### src/design/rau_pkg.sv
// ----------------------------------------------------------------------------
// rau_pkg
// shared types, operation and error codes for the rational arithmetic unit
// ----------------------------------------------------------------------------
package rau_pkg;

  localparam int DEF_WIDTH = 32;

  localparam logic [2:0] OP_ADD = 3'd0;
  localparam logic [2:0] OP_SUB = 3'd1;
  localparam logic [2:0] OP_MUL = 3'd2;
  localparam logic [2:0] OP_DIV = 3'd3;
  localparam logic [2:0] OP_NEG = 3'd4;

  localparam logic [1:0] ERR_NONE = 2'd0;
  localparam logic [1:0] ERR_ZDIV = 2'd1;
  localparam logic [1:0] ERR_OVF  = 2'd2;

  typedef struct packed {
    logic load;
    logic mul_a;
    logic mul_b;
    logic combine;
    logic gcd_step;
    logic div_init;
    logic div_step;
    logic finish;
  } rau_cmd_t;

  typedef struct packed {
    logic early;
    logic gcd_done;
    logic div_done;
  } rau_sts_t;

endpackage

### src/design/rau_ctrl.sv
// ----------------------------------------------------------------------------
// rau_ctrl
// sequencer: products, gcd loop, division by the gcd, result strobe
// ----------------------------------------------------------------------------
module rau_ctrl
  import rau_pkg::*;
(
  input  logic     clk,
  input  logic     rst_n,
  input  logic     start,
  input  rau_sts_t sts,
  output rau_cmd_t cmd,
  output logic     busy
);

  typedef enum logic [7:0] {
    S_IDLE = 8'b0000_0001,
    S_MULA = 8'b0000_0010,
    S_MULB = 8'b0000_0100,
    S_COMB = 8'b0000_1000,
    S_GCD  = 8'b0001_0000,
    S_DINI = 8'b0010_0000,
    S_DIV  = 8'b0100_0000,
    S_DONE = 8'b1000_0000
  } state_t;

  state_t state_r, state_nxt;

  always_comb begin
    state_nxt = state_r;
    cmd       = '0;
    unique case (state_r)
      S_IDLE: begin
        if (start) begin
          cmd.load  = 1'b1;
          state_nxt = S_MULA;
        end
      end
      S_MULA: begin
        cmd.mul_a = 1'b1;
        state_nxt = S_MULB;
      end
      S_MULB: begin
        cmd.mul_b = 1'b1;
        state_nxt = S_COMB;
      end
      S_COMB: begin
        cmd.combine = 1'b1;
        state_nxt   = S_GCD;
      end
      S_GCD: begin
        if (sts.early) begin
          state_nxt = S_DONE;
        end else if (sts.gcd_done) begin
          state_nxt = S_DINI;
        end else begin
          cmd.gcd_step = 1'b1;
        end
      end
      S_DINI: begin
        cmd.div_init = 1'b1;
        state_nxt    = S_DIV;
      end
      S_DIV: begin
        cmd.div_step = 1'b1;
        if (sts.div_done) begin
          state_nxt = S_DONE;
        end
      end
      S_DONE: begin
        cmd.finish = 1'b1;
        state_nxt  = S_IDLE;
      end
      default: state_nxt = S_IDLE;
    endcase
  end

  always_ff @(posedge clk) begin
    if (!rst_n) begin
      state_r <= S_IDLE;
    end else begin
      state_r <= state_nxt;
    end
  end

  assign busy = (state_r != S_IDLE);

endmodule

### config.mk
export PLATFORM = sky130hd
export DESIGN_NAME = rau_ctrl
export DESIGN_NICKNAME = d
export VERILOG_FILES = /design/src/design/rau_pkg.sv /design/src/design/rau_ctrl.sv
export SDC_FILE = /design/constraint.sdc
export NUM_CORES = 1
export LEC_CHECK = 0
export ABC_CLOCK_PERIOD_IN_PS = 4400
export BUFFER_PORTS_ARGS = -buffer_cell sky130_fd_sc_hd__buf_2
export CAP_MARGIN = 15
export CORE_AREA = 4 4 41 43
export CTS_CLUSTER_SIZE = 28
export DETAILED_ROUTE_END_ITERATION = 10
export DIE_AREA = 0 0 45 47
export PLACE_DENSITY = 0.57
export SLEW_MARGIN = 5
export SYNTH_ARGS = -nofsm -noshare
export SYNTH_HDL_FRONTEND = slang
export SYNTH_SLANG_ARGS = --single-unit
### constraint.sdc
create_clock -name clk -period 4.4 [get_ports clk]
set_input_delay 0.88 -clock clk [delete_from_list [all_inputs] [get_ports clk]]
set_output_delay 0.88 -clock clk [all_outputs]
set_load 0.02 [all_outputs]
Word-level counts from Yosys, hierarchy flattened
Cells that the tools add are included.

Flip-flop bits (word level): 8. Bits of input ports: 6. Output and inout port bits: 9. Word-level logic and storage cells: 30.

Equality and inequality tests: 12. Multiplexer cells: 16. Reductions and logical operators: 1.

Operators by type and width (count): $pmux W8 S7 (1); $mux W8 (4); $mux W1 (11); $eq A8 B1 Y1 const B (1); $eq A8 B2 Y1 const B (1); $eq A8 B3 Y1 const B (1); $eq A8 B4 Y1 const B (1); $eq A8 B5 Y1 const B (1); $eq A8 B6 Y1 const B (1); $eq A8 B7 Y1 const B (1); $eq A8 B8 Y1 const B (1); $ne A8 B1 Y1 const B (1); $ne A2 B2 Y1 const B (2); $ne A3 B3 Y1 const B (1); $reduce_and A3 Y1 (1).

Depth between registers and ports, before layout
Depth in word-level cells: 3. Depth in mapped cells: 4. Gate-level depth less buffers: 4.

Least setup slack after synthesis
Ideal clock, no wire load.

Path kind: register to output. Start: reg state_r[2]. End: out cmd[6] (netlist name). Arrival: 1.339 ns. Required time: 3.520 ns. Path slack: 2.181 ns. Stages on the path, launching flop included: 4. Buffers on the path: 0. Cell sequence: dfxtp_1 > nor4_4 > nand2_1 > nor3b_1.

RTL lines: start: declaration (line rau_ctrl.sv:27) `state_t state_r, state_nxt;`; start signal: assignment (line rau_ctrl.sv:82) `state_r <= state_nxt;`; end: declaration (line rau_ctrl.sv:12) `output rau_cmd_t cmd,`.

==> run metrics <==
status completed; CP max-delay cell nor4_2; initial core utilization 0.352; Crit path largest cell delay 0.48 ns; First DRT Iteration DRCs 0; Critical path origin state_r[1]$_SDFFE_PN0P_; Fill cells 141; largest cells by area after synthesis dfxtp_1, nand4b_1, nor2_1, nor4_4, inv_1; skew final 0.00447 ns; Int Power 0.159 mW; DRC Markers 0; routability cong. 0.706; Clk Tree Root Cell clkbuf_4; synth cell count leaders dfxtp_1, nor2_1, inv_1; # rows 13; FF-to-FF setup slack 2.71 ns; worst r2r dst state_r[6]$_SDFFE_PN0P_; # IOs 15; power density cells 468 nW/um2; GR Overflow Total 0; Final ANT Viol Nets 0; Worst Path Arrival 1.78 ns; CP max FO 5; clk slew on worst S/H paths 0.05 ns; R2R cell count 4; Switching Share 0.396; critical-path cell list nor4_2, nand4b_1, nor3_2, buf_2; initial antenna violation count 0; period utilisation layout 0.605; Area growth syn-to-layout 22.7%; CTS tree built; peak supply drop 0.238 mV; CTS buffer count 3; first-pass GRT wire length 1740 um; Sink Count 8; vias per cell 5.23; Yosys reg bits 8; Relative slew margins 0.693; Static Leak 0.271 nW; share of power burned in registers 0.380; Hold WC Path Type register to register; P_sw 0.104 mW; Hold Vio Cnt, Final 0; clock share of power 0.209; worst flop-to-flop path startpoint state_r[2]$_SDFFE_PN0P_; placed cell count 77; cts hold-fix bufs 0; die footprint 2120 um2; post-synthesis async set-or-reset flop share 0; library cells used by synthesis 26; logic gate share of total power 0.411; biggest regs state_r x8; Syn Area/Cell 9.35 um2; count of max-cap constraint violations 0; pre-CTS setup slack 2.04 ns; Post-Route WL 1010 um; Largest register FFs 8; IO Port Bufs 14; Mapped Area 458 um2; Max Slew Vio Count 0; cell with the most instances after synthesis dfxtp_1; Post-synth EDFFs 0; syn nets 55; antenna cells 0; Non-Filler Instances 80; largest net degree at the start of global routing 7; fmax 376 MHz; die extent in x 45 um; fraction of layout cells with a size suffix above 1 0.338; Seq/Total Area, Yosys 0.350; detailed placement HPWL 799 um; Avg WL per Cell 12.6 um; Core ar. 1300 um2; Worst setup endpoint cmd[3]; WS Path Type register to output pin; Synth top area share 0.350; crit end category output pin; unrepaired setup endpoints after global routing false; H-tree levels 1; total track usage 0.118; vias in the first global route 419; setup ws final 1.74 ns; Clock Tree Buf Depth 2; Nets 73; via count 418; Synth area leader dfxtp_1; crit start category register; clock latency on the worst-skew pair 0.25 ns; synth warn 0; post-CTS setup buffer count 0; Setup Viol. Count Final 0; Synth Flop Type dfxtp_1; Tightest Pin Transition 0.457 ns; Detailed Routing Iterations Pass 1 1; Min Clock Period, post-route 2.66 ns; WP data required 3.52 ns; Die Y 47 um; Setup TNS Final 0 ns; Post-CTS Resized 0; Final Util 0.432; Largest Register state_r; Mapped Cells 49
-- placed cells by master, fill, tap and decap left out, types with 2 or more instances in the layout --
master and instances:
buf_2 14, and3_1 2, nor2_1 6, dfxtp_1 8
inv_1 5, clkbuf_4 3, xnor2_1 2, nor4b_1 2
and2_1 2, o21a_1 2, nand4b_1 3
-- how the worst min path moves through the flow --
stage / slack [ns] / depth (start not counted) / end / startpoint
final: 0.64 / 2 / state_r[1]$_SDFFE_PN0P_ / state_r[0]$_SDFFE_PN1P_
after global routing: 0.66 / 2 / state_r[1]$_SDFFE_PN0P_ / state_r[0]$_SDFFE_PN1P_
after CTS: 0.63 / 2 / state_r[1]$_SDFFE_PN0P_ / state_r[0]$_SDFFE_PN1P_
after detailed placement: 0.62 / 2 / state_r[1]$_SDFFE_PN0P_ / state_r[0]$_SDFFE_PN1P_
after global placement: 0.62 / 2 / state_r[1]$_SDFFE_PN0P_ / state_r[0]$_SDFFE_PN1P_
after floorplan: 0.60 / 2 / state_r[6]$_SDFFE_PN0P_ / state_r[5]$_SDFFE_PN0P_
-- layer usage --
layer / up-vias / part of all wire / global-route usage
li1: 212 / - / -
met1: 192 / 0.46 / 0.130
met2: 11 / 0.48 / 0.192
met3: 3 / 0.040 / 0.0345
met4: 0 / 0.025 / 0.0877
met5: - / 0 / 0
-- stage by stage --
step           cell area, um2  power [mW]  hold slack (ns)
2_1_floorplan             458       0.178            0.599
3_3_place_gp              539       0.210            0.624
3_5_place_dp              539       0.210            0.622
4_1_cts                   562       0.267            0.632
5_1_grt                   562       0.281            0.662
6_report                  562       0.263            0.635
-- worst max-delay path: cells and delay by family, from the launching register on --
kind | cells | cell delay [ns]
buf+inv | 1 | 0.21
simple gates | 3 | 0.97
flops | 1 | 0.35
-- logic make-up after synthesis --
| logic type | synth area share |
|---|---|
| compound gates | 0.156 |
| buf+inv | 0.0574 |
| flops | 0.350 |
| xor+xnor | 0.0383 |
| simple gates | 0.399 |
-- cell type report --
| class | count | area, um2 | share of cell area |
|---|---|---|---|
| clock buffer | 3 | 22.5 | 0.0401 |
| inverter | 5 | 18.8 | 0.0334 |
| multi-input combinational | 35 | 272 | 0.483 |
| sequential | 8 | 160 | 0.285 |
| tap | 15 | 18.8 | 0.0334 |
| timing repair buffer | 14 | 70.1 | 0.125 |
-- power groups by stage --
stage               sequential [mW]  combinational [mW]  clock [mW]
finish                        0.100               0.108      0.0550
global route                  0.102               0.119      0.0604
CTS                          0.0998               0.109      0.0574
detailed placement            0.101               0.109           0
global placement              0.101               0.109           0
floorplan                    0.0985              0.0795           0
No activity file was read; power rests on OpenSTA's default activity.
